## src/design/imu_esg_pkg.sv

```systemverilog
`timescale 1ns / 1ps

package imu_esg_pkg;

    localparam int GYRO_BITS  = 16;
    localparam int TICK_W     = 32;
    localparam int SLEW_FRAC  = 24;
    localparam int BOUND_W    = 2 * TICK_W;
    localparam int BOUND_HI_W = BOUND_W - SLEW_FRAC;
    localparam int NUM_AXES   = 3;
    localparam int CFG_IDX_W  = 3;

    localparam logic [TICK_W-1:0] MIN_INTERVAL_RST    = 32'd20000;
    localparam logic [TICK_W-1:0] MAX_INTERVAL_RST    = 32'd20000000;
    localparam logic [TICK_W-1:0] NO_EDGE_TIMEOUT_RST = 32'd2000000;
    localparam logic [TICK_W-1:0] STUCK_TIMEOUT_RST   = 32'd20000000;
    localparam logic [TICK_W-1:0] SLEW_COEFF_RST      = 32'd33554;
    localparam logic [TICK_W-1:0] BASE_SEQUENCE_RST   = 32'd0;
    localparam logic [TICK_W-1:0] BASE_TIMESTAMP_RST  = 32'd0;

    typedef enum logic [CFG_IDX_W-1:0] {
        REG_MIN_INTERVAL    = 3'd0,
        REG_MAX_INTERVAL    = 3'd1,
        REG_NO_EDGE_TIMEOUT = 3'd2,
        REG_STUCK_TIMEOUT   = 3'd3,
        REG_SLEW_COEFF      = 3'd4,
        REG_BASE_SEQUENCE   = 3'd5,
        REG_BASE_TIMESTAMP  = 3'd6
    } cfg_reg_t;

    typedef enum logic [1:0] {
        CLS_NONE  = 2'd0,
        CLS_SHORT = 2'd1,
        CLS_OK    = 2'd2,
        CLS_LONG  = 2'd3
    } interval_class_t;

    typedef logic signed [GYRO_BITS-1:0] gyro_t;

    typedef struct packed {
        logic [TICK_W-1:0] edge_sequence;
        logic [TICK_W-1:0] edge_timestamp;
        logic [TICK_W-1:0] now_ticks;
        logic              sensor_present;
        gyro_t             gyro_x;
        gyro_t             gyro_y;
        gyro_t             gyro_z;
    } poll_t;

    typedef struct packed {
        logic              process;
        logic              duplicate;
        logic              timed_out;
        logic [TICK_W-1:0] interval_ticks;
        interval_class_t   interval_class;
        logic              accept;
        logic              slew_fail;
        logic              use_fault_interval;
        logic              verify_request;
        logic [TICK_W-1:0] missed_now;
        logic [TICK_W-1:0] missed_total;
        logic [TICK_W-1:0] stale_ticks;
    } verdict_t;

endpackage

```

## src/design/imu_esg_lane.sv

```systemverilog
`timescale 1ns / 1ps

module imu_esg_lane
    import imu_esg_pkg::*;
(
    input  gyro_t                 sample,
    input  gyro_t                 reference,
    input  logic [BOUND_HI_W-1:0] bound_hi,
    output logic                  exceed
);

    logic signed [GYRO_BITS:0] diff;
    logic [GYRO_BITS:0]        mag;

    // mag * 2^24 > bound holds exactly when mag exceeds the integer part of bound / 2^24.
    always_comb
    begin
        diff   = {sample[GYRO_BITS-1], sample} - {reference[GYRO_BITS-1], reference};
        mag    = diff[GYRO_BITS] ? (GYRO_BITS+1)'(-diff) : (GYRO_BITS+1)'(diff);
        exceed = BOUND_HI_W'(mag) > bound_hi;
    end

endmodule

```

## src/design/imu_edge_sample_gate.sv

```systemverilog
`timescale 1ns / 1ps

// Channel   Direction  Handshake               Payload
// in        input      in_valid / in_stall     in_data (poll_t)
// out       output     out_valid / out_stall   out_data (verdict_t)
// cfg       input      cfg_valid / cfg_ready   cfg_index, cfg_data
//
// Each request is decided in the cycle it is accepted; its registered verdict shows the cycle after.
// One request per cycle is sustained while out_stall is low; the state update (sequence, timestamp,
// slew reference, missed count) is registered with the verdict; one 32x32 multiplier forms the bound.
// Reset is asynchronous and active low; all but out_data_reg take documented reset values at once.
// A stalled verdict holds in the output register and input is stalled only while it waits.
module imu_edge_sample_gate
    import imu_esg_pkg::*;
(
    input  logic                 clk,
    input  logic                 rst_n,
    input  logic                 in_valid,
    output logic                 in_stall,
    input  poll_t                in_data,
    output logic                 out_valid,
    input  logic                 out_stall,
    output verdict_t             out_data,
    input  logic                 cfg_valid,
    output logic                 cfg_ready,
    input  logic [CFG_IDX_W-1:0] cfg_index,
    input  logic [TICK_W-1:0]    cfg_data
);

    logic [TICK_W-1:0] min_interval_reg;
    logic [TICK_W-1:0] max_interval_reg;
    logic [TICK_W-1:0] no_edge_timeout_reg;
    logic [TICK_W-1:0] stuck_timeout_reg;
    logic [TICK_W-1:0] slew_coeff_reg;

    logic [TICK_W-1:0] last_sequence_reg, last_sequence_next;
    logic [TICK_W-1:0] last_timestamp_reg, last_timestamp_next;
    logic [TICK_W-1:0] missed_count_reg, missed_count_next;
    gyro_t             accepted_gyro_reg [NUM_AXES];
    gyro_t             accepted_gyro_next [NUM_AXES];

    logic              out_valid_reg, out_valid_next;
    verdict_t          out_data_reg, out_data_next;

    logic              in_take;
    logic              cfg_take;
    gyro_t             sample [NUM_AXES];
    logic [NUM_AXES-1:0] exceed;
    logic [BOUND_W-1:0]  bound;

    logic              is_new;
    logic              timed_out;
    logic              process;
    logic              duplicate;
    logic              slew_run;
    logic              accept;
    logic [TICK_W-1:0] stale;
    logic [TICK_W-1:0] step;
    logic [TICK_W-1:0] missed_now;
    logic [TICK_W-1:0] interval;
    interval_class_t   cls;

    assign cfg_ready = 1'b1;
    assign cfg_take  = cfg_valid && cfg_ready;
    assign in_stall  = out_valid_reg && out_stall;
    assign in_take   = in_valid && !in_stall;
    assign out_valid = out_valid_reg;
    assign out_data  = out_data_reg;

    assign sample[0] = in_data.gyro_x;
    assign sample[1] = in_data.gyro_y;
    assign sample[2] = in_data.gyro_z;

    always_comb
    begin
        stale     = in_data.now_ticks - in_data.edge_timestamp;
        is_new    = in_data.edge_sequence != last_sequence_reg;
        timed_out = stale > no_edge_timeout_reg;
        process   = is_new || timed_out;
        step      = in_data.edge_sequence - last_sequence_reg;
        missed_now = (step > TICK_W'(1)) ? step - TICK_W'(1) : '0;
        interval  = is_new ? in_data.edge_timestamp - last_timestamp_reg : '0;

        // The window tests run in the order ok, short, long so that an inverted window
        // still classifies the same way.
        if (!is_new)
            cls = CLS_NONE;
        else if (interval >= min_interval_reg && interval <= max_interval_reg)
            cls = CLS_OK;
        else if (interval != '0 && interval < min_interval_reg)
            cls = CLS_SHORT;
        else if (interval > max_interval_reg)
            cls = CLS_LONG;
        else
            cls = CLS_NONE;

        duplicate = is_new && (cls == CLS_SHORT);
        bound     = BOUND_W'(slew_coeff_reg) * BOUND_W'(interval);
        slew_run  = is_new && (cls == CLS_OK) && in_data.sensor_present;
    end

    assign accept = slew_run && (exceed == '0);

    for (genvar a = 0; a < NUM_AXES; a++)
    begin : g_lane
        imu_esg_lane u_lane (
            .sample    (sample[a]),
            .reference (accepted_gyro_reg[a]),
            .bound_hi  (bound[BOUND_W-1:SLEW_FRAC]),
            .exceed    (exceed[a])
        );
    end

    // Merge of the lane results with the edge bookkeeping.
    always_comb
    begin
        out_data_next.process            = process;
        out_data_next.duplicate          = duplicate;
        out_data_next.timed_out          = timed_out;
        out_data_next.interval_ticks     = interval;
        out_data_next.interval_class     = cls;
        out_data_next.accept             = accept;
        out_data_next.slew_fail          = slew_run && (exceed != '0);
        out_data_next.use_fault_interval = process && !is_new;
        out_data_next.verify_request     = process && !is_new && (stale >= stuck_timeout_reg);
        out_data_next.missed_now         = missed_now;
        out_data_next.missed_total       = missed_count_reg + missed_now;
        out_data_next.stale_ticks        = stale;
    end

    always_comb
    begin
        last_sequence_next  = last_sequence_reg;
        last_timestamp_next = last_timestamp_reg;
        missed_count_next   = missed_count_reg;
        accepted_gyro_next  = accepted_gyro_reg;
        if (cfg_take && cfg_index == REG_BASE_SEQUENCE)
            last_sequence_next = cfg_data;
        if (cfg_take && cfg_index == REG_BASE_TIMESTAMP)
            last_timestamp_next = cfg_data;
        if (in_take && is_new)
        begin
            last_sequence_next = in_data.edge_sequence;
            missed_count_next  = missed_count_reg + missed_now;
            if (!duplicate)
                last_timestamp_next = in_data.edge_timestamp;
        end
        if (in_take && accept)
            accepted_gyro_next = sample;
    end

    always_comb
    begin
        out_valid_next = out_valid_reg;
        if (in_take)
            out_valid_next = 1'b1;
        else if (!out_stall)
            out_valid_next = 1'b0;
    end

    always_ff @(posedge clk or negedge rst_n)
    begin
        if (!rst_n)
        begin
            min_interval_reg    <= MIN_INTERVAL_RST;
            max_interval_reg    <= MAX_INTERVAL_RST;
            no_edge_timeout_reg <= NO_EDGE_TIMEOUT_RST;
            stuck_timeout_reg   <= STUCK_TIMEOUT_RST;
            slew_coeff_reg      <= SLEW_COEFF_RST;
        end
        else if (cfg_take)
        begin
            case (cfg_index)
                REG_MIN_INTERVAL:    min_interval_reg    <= cfg_data;
                REG_MAX_INTERVAL:    max_interval_reg    <= cfg_data;
                REG_NO_EDGE_TIMEOUT: no_edge_timeout_reg <= cfg_data;
                REG_STUCK_TIMEOUT:   stuck_timeout_reg   <= cfg_data;
                REG_SLEW_COEFF:      slew_coeff_reg      <= cfg_data;
                // The baseline registers act only by seeding the stored edge.
                REG_BASE_SEQUENCE,
                REG_BASE_TIMESTAMP:  ;
                default:             ;
            endcase
        end
    end

    always_ff @(posedge clk or negedge rst_n)
    begin
        if (!rst_n)
        begin
            last_sequence_reg  <= BASE_SEQUENCE_RST;
            last_timestamp_reg <= BASE_TIMESTAMP_RST;
            missed_count_reg   <= '0;
            for (int i = 0; i < NUM_AXES; i++)
                accepted_gyro_reg[i] <= '0;
            out_valid_reg      <= 1'b0;
        end
        else
        begin
            last_sequence_reg  <= last_sequence_next;
            last_timestamp_reg <= last_timestamp_next;
            missed_count_reg   <= missed_count_next;
            accepted_gyro_reg  <= accepted_gyro_next;
            out_valid_reg      <= out_valid_next;
        end
    end

    always_ff @(posedge clk)
    begin
        if (in_take)
            out_data_reg <= out_data_next;
    end

`ifndef SYNTHESIS
    a_accept_excl: assert property (@(posedge clk) disable iff (!rst_n)
        out_valid_reg |-> !(out_data_reg.accept && out_data_reg.slew_fail))
        else $error("accept and slew_fail both set");

    a_dup_short: assert property (@(posedge clk) disable iff (!rst_n)
        (out_valid_reg && out_data_reg.duplicate) |->
            (out_data_reg.process && out_data_reg.interval_class == CLS_SHORT))
        else $error("duplicate without a short interval");

    a_fault_no_edge: assert property (@(posedge clk) disable iff (!rst_n)
        (out_valid_reg && out_data_reg.use_fault_interval) |->
            (out_data_reg.interval_ticks == '0 && !out_data_reg.accept))
        else $error("fault interval with a new edge");

    a_ref_update: assert property (@(posedge clk) disable iff (!rst_n)
        (in_take && accept) |=>
            (accepted_gyro_reg[0] == $past(in_data.gyro_x) &&
             accepted_gyro_reg[2] == $past(in_data.gyro_z)))
        else $error("slew reference not updated on accept");

    a_seq_consumed: assert property (@(posedge clk) disable iff (!rst_n)
        (in_take && is_new) |=> (last_sequence_reg == $past(in_data.edge_sequence)))
        else $error("new edge sequence not consumed");
`endif

endmodule
```

## config.mk

```make
export PLATFORM = sky130hd
export DESIGN_NAME = imu_edge_sample_gate
export DESIGN_NICKNAME = d
export VERILOG_FILES = /design/src/design/imu_esg_pkg.sv /design/src/design/imu_esg_lane.sv /design/src/design/imu_edge_sample_gate.sv
export SDC_FILE = /design/constraint.sdc
export NUM_CORES = 2
export LEC_CHECK = 0
export BUFFER_PORTS_ARGS = -buffer_cell sky130_fd_sc_hd__buf_2
export CAP_MARGIN = 30
export CORE_ASPECT_RATIO = 0.7
export CORE_MARGIN = 8
export CORE_UTILIZATION = 30
export DETAILED_ROUTE_END_ITERATION = 8
export PLACE_DENSITY = 0.56
export SYNTH_ARGS = -nofsm -noshare
export SYNTH_HDL_FRONTEND = slang
export SYNTH_SLANG_ARGS = --single-unit
export TNS_END_PERCENT = 20
```

## constraint.sdc

```tcl
create_clock -name clk -period 16.4 [get_ports clk]
set_clock_uncertainty 0.05 [all_clocks]
set_input_delay 3.28 -clock clk [delete_from_list [all_inputs] [get_ports clk]]
set_output_delay 3.28 -clock clk [all_outputs]
set_load 0.02 [all_outputs]
```

# ---- Yosys cells after proc, flatten, opt, wreduce, memory -nomap -nowiden
# Cells that the tools add are included.
dict set report op_classes {
  n_eq_ne 10
  order_cmp 10
  n_mul 1
  n_mux 16
  reduce_logical 28
  addsub 11
}
# operator n
set ops {}
lappend ops {{$mux W32} 7}
lappend ops {{$gt A17 B40 Y1} 3}
lappend ops {{$sub A32 B32 Y32} 3}
lappend ops {{$ge A32 B32 Y1} 2}
lappend ops {{$gt A32 B32 Y1} 2}
lappend ops {{$mul A32 B32 Y64} 1}
lappend ops {{$mux W17} 3}
lappend ops {{$neg A17 Y17} 3}
lappend ops {{$sub A16 B16 Y17} 3}
lappend ops {{$add A32 B32 Y32} 1}
lappend ops {{$gt A32 B1 Y1 const B} 1}
lappend ops {{$le A32 B32 Y1} 1}
lappend ops {{$lt A32 B32 Y1} 1}
lappend ops {{$ne A32 B32 Y1} 1}
lappend ops {{$reduce_bool A32 Y1} 1}
lappend ops {{$sub A32 B1 Y32 const B} 1}
lappend ops {{$logic_and A1 B1 Y1} 15}
lappend ops {{$reduce_and A2 Y1} 5}
lappend ops {{$eq A3 B3 Y1 const B} 3}
lappend ops {{$mux W2} 4}
lappend ops {{$eq A3 B2 Y1 const B} 2}
lappend ops {{$logic_not A3 Y1} 2}
lappend ops {{$eq A3 B1 Y1 const B} 1}
lappend ops {{$reduce_bool A3 Y1} 1}
lappend ops {{7 further kinds} 9}
dict set report word_totals {
  ff_bits 442
  inputBits 185
  elab_cells 100
}

# ---- Logic depth before layout (Yosys ltp)
dict set report depth {
  word_depth 12
  ltp_mapped 57
  depth_no_buf 54
}

# ---- By module
# From an unflattened synthesis, not the netlist that was laid out.
dict set report hier_totals {
  hier_cells 7035
  hier_area_um2 64653.3
}
# mod cells_per_inst instances area_each_um2
set by_module_without_submodules {}
lappend by_module_without_submodules {imu_edge_sample_gate 6276 1 59143.0}
lappend by_module_without_submodules {imu_esg_lane 253 3 1836.8}

# ---- Least setup slack after synthesis
# OpenSTA, ideal clock, no wires.
dict set report synth_path {
  kind {input-to-reg}
  from {in in_data[95] in the netlist's numbering}
  to {reg accepted_gyro_reg[26] in the netlist's numbering}
  required_time_ns 16.225
  t_arrival_ns 14.331
  setup_ns 0.125
  slack_ns 1.894
  path_buffers 4
  stages 42
  path_cell_list {ha_1 -> a2111oi_0 -> a21boi_0 -> a311oi_1 -> o21ai_0 -> o21ai_1 -> a41oi_1 -> a21boi_0 -> o21a_1 -> nor3_1 -> clkbuf_1 -> nand2_1 -> fa_1 -> inv_1 -> fa_1 -> fa_1 -> fa_1 -> fa_1 -> (+6 left out) -> nor2_1 -> o21ai_0 -> a21o_1 -> a21o_1 -> a31o_2 -> a21bo_2 -> xnor2_1 -> ha_1 -> nand2_1 -> or3_1 -> or4_1 -> a222oi_1 -> a2111o_1 -> nor2_2 -> nor3_4 -> buf_6 -> buf_12 -> mux2_4}
}
dict set report synth_between {
  elab_chain_len 12
  elab_cells_between_ends 23
  cone_classes {1 x add/sub; 1 x mul; 7 x order compare; 1 x eq/ne; 5 x mux; 8 x reduce/logical}
}
# element line
set synth_rtl {}
lappend synth_rtl {{start: declaration} imu_edge_sample_gate.sv:20} ;# input poll_t in_data,
lappend synth_rtl {{$sub A32 B32 Y32 (*)} imu_edge_sample_gate.sv:82} ;# interval = is_new ? in_data.edge_timestamp - last_timestamp_reg : '0;
lappend synth_rtl {{$mux W32 (*)} imu_edge_sample_gate.sv:82}
lappend synth_rtl {{branches (longest 8 deep; another with $mul A32 B32 Y64)} n/a}
lappend synth_rtl {{$logic_and A1 B1 Y1 (*)} imu_edge_sample_gate.sv:102} ;# assign accept = slew_run && (exceed == '0);
lappend synth_rtl {{$logic_and A1 B1 Y1 (*)} imu_edge_sample_gate.sv:148} ;# if (in_take && accept)
lappend synth_rtl {{end signal: assignment} imu_edge_sample_gate.sv:203} ;# accepted_gyro_reg <= accepted_gyro_next;
lappend synth_rtl {{end: declaration} imu_edge_sample_gate.sv:39} ;# gyro_t accepted_gyro_reg [NUM_AXES];
# Every way passes the cells marked *.
# A chain may end at the register's enable or synchronous reset.

# ---- Final worst setup path
dict set report layout_path {
  from {in in_data[81] in the netlist's numbering}
  to {reg accepted_gyro_reg[9] in the netlist's numbering}
}
# The elaborated chain is that of the path after synthesis.

==> metrics.md <==
| Metric | Value |
|---|---|
| Synth top area cells | fa_1 28%, ha_1 12%, dfrtp_1 11%, inv_1 7.7%, edfxtp_1 6.5% |
| Routability cong. | about 0.95 |
| Die area | approximately 230000 µm² |
| Max-Slew Margin vs Limit | 0.263 |
| Asr flop ratio synth | 0.690 |
| Inst Count DP | approximately 10000 |
| Hold Violations, Final | 0 |
| Clock slew at reported path FFs | roughly 0.060 ns |
| EDFF count, synth | between 100 and 150 |
| Register area | around 12000 µm² |
| CP most frequent cell | fa_1 |
| Dominant synthesized flop cell | dfrtp_1 |
| CTS tree | done |
| I/O Pins | approximately 330 |
| Final setup vio count | 0 |
| Post-synthesis mux area share | 0.0364 |
| Post-Synth XOR/XNOR Area | 0.0331 |
| Tightest Pin Transition | roughly 1.1 ns |
| DR iter-0 viols | 3850 |
| Simple-Gate Fraction of Synth Area | 0.157 |
| Compound-gate portion of the synthesized area | 0.0894 |
| Synth top area share | 0.284 |
| Most frequent cells after synthesis | 1305 x inv_1, 1009 x nand2_1, 902 x fa_1, 604 x ha_1, 379 x and2_1 |
| Initial Util | 0.302 |
| Non-Filler Instances | just over 10000 |
| Max cap viols | 0 |
| Status | finished, final reports clean |
| Mapped Nets | ~8700 |
| Antenna-violating nets left | 0 |
| WL final | between 200 and 250 mm |
| Sequential area share after synthesis | 0.185 |
| Startpoint types | input port |
| Filler cell count | ~22000 |
| Clock Latency Late Sink | between 0.6 and 0.7 ns |
| CP max stage delay | ~0.79 ns |
| Die Span X | approximately 570 µm |
| Synth warn | 0 |
| Fin crit share | 0.968 |
| Synth Area in Adders | 0.403 |
| Die H | 401 µm |
| Tightest Hold Check Type | reg -> reg |
| DR vias/cell | 4.96 |
| Clock sinks | ~440 |
| CTS Root Cell | clkbuf_16 |
| Critical path type | in -> reg |
| Avg Cell Area, Syn | between 9 and 10 µm² |
| Count leader, synth | inv_1 |
| CP Max Fanout | 36 |
| Inserted Clock Buffers | 49 |
| Number of port buffers | about 320 |
| Gr ovfl total | 0 |
| Mapped cell area | around 64000 µm² |
| Synth cell types | 103 |
| H-tree depth | 2 |
| Routed via count | around 50000 |
| Largest net degree at the start of global routing | ~120 |
| Biggest area consumer among synthesized cells | fa_1 |
| Layout area overhead | 11.4% |
| Overall Global Routing Usage | 0.182 |
| Multi-input gate area | 46000 µm² |
| FMAX | between 0.06 and 0.07 GHz |
| Share of cells above drive strength 1 | 0.113 |
| Setup repair bufs after CTS | 0 |
| Initial antenna violation count | 14 |
| CP Data Arrival Time | 16.37 ns |
| DRT Pass-1 Iters | 6 |
| Routed WL per cell | ~21 µm |
| Critical Path RT | 16.90 ns |
| Synth Instances | 6975 |
| Max FFs per register | between 100 and 150 |
| First-pass GRT wire length | 323 mm |
| Fin crit period | 15.87 ns |
| Core box area | between 200000 and 250000 µm² |
| Slew Viols, Final | 0 |
| Seq cells post-synth | 442 |
| Unrepaired setup endpoints after global routing | no |
| Final #Nets | about 9000 |
| Crit. End Element | flip-flop |
| # DRC | 0 |
| Row count | 141 |
| Max stage delay cell, worst path | nor2_2 |
| Largest family of logic cells by synthesized area | adder cells |
| CTS Hold Buffers Added | 0 |
| DP HPWL | roughly 170 mm |
| Clock Path Buffers | 3 |
| Vias in the first global route | 51300 |
metrics by stage:
stage	hold slack, ns	utilization	worst slack (ns)	cell area, µm²	setup TNS (ns)
2_1_floorplan	0.402	-	1.89	63600	0
3_3_place_gp	0.416	0.327	-0.938	69000	-44.30
3_5_place_dp	0.422	0.327	-0.347	69000	-14.96
4_1_cts	0.439	0.335	0.315	70700	0
5_1_grt	0.450	0.336	0.0972	70800	0
6_report	0.436	0.336	0.528	70800	0
final timing paths:
kind | startpoint | endpoint | slack, ns | cells past startpoint
hold reg to reg | missed_count_reg[25] | missed_count_reg[25] | 0.44 | 2
setup reg to reg | last_timestamp_reg[2] | accepted_gyro_reg[9] | 2.91 | 41
max in group asynchronous | rst_n | slew_coeff_reg[6] | 11.09 | 5
hold / removal | missed_count_reg[25] | missed_count_reg[25] | 0.44 | 2
setup / recovery | in_data[81] | accepted_gyro_reg[9] | 0.53 | 43
min in group asynchronous | rst_n | accepted_gyro_reg[46] | 2.49 | 1
area by class of cell:
type,count,share of cell area
inverter,1305,0.0692
multi-input combinational,4942,0.650
clock buffer,57,0.0179
clock inverter,35,0.00611
timing repair buffer,483,0.0412
tap,2788,0.0493
sequential,442,0.166
antenna,4,0.000141
cells in the final DEF, fill, tap and decap left out, types with 191 or more instances in the layout:
cell type	instances
inv_1	1304
nand2_1	1009
buf_2	322
dfrtp_1	270
o21ai_0	296
ha_1	604
fa_1	902
and2_1	380
a21oi_1	211
nor2_1	191
routing by layer:
metal | GRT usage | share of wire | up-vias
met5 | 0 | 0.000062 | -
met4 | 0.0324 | 0.018 | 2
met3 | 0.0471 | 0.092 | 208
met2 | 0.267 | 0.41 | 1743
met1 | 0.271 | 0.48 | 25300
li1 | - | - | 22600
logic make-up after synthesis:
group | count (synthesis)
xor+xnor | 237
fa+ha+maj | 1509
buf+inv | 1592
compound gates | 899
flops | 442
other cells | 1
mux | 207
simple gates | 2088
timing repair:
item                                   CTS  global route
resized for setup                        0             4
endpoints found under the hold margin    0             0
setup endpoints to repair                0            48
worst max-delay path: cells and delay by family:
family	cells	cell delay (ns)
simple gates	11	3.31
fa+ha+maj	11	4.74
xor+xnor	2	0.33
buf+inv	10	1.82
compound gates	8	2.43
mux	1	0.37
Power is not shown: default switching activity piles up to over one toggle a cycle in this logic, so the estimate is an artifact.
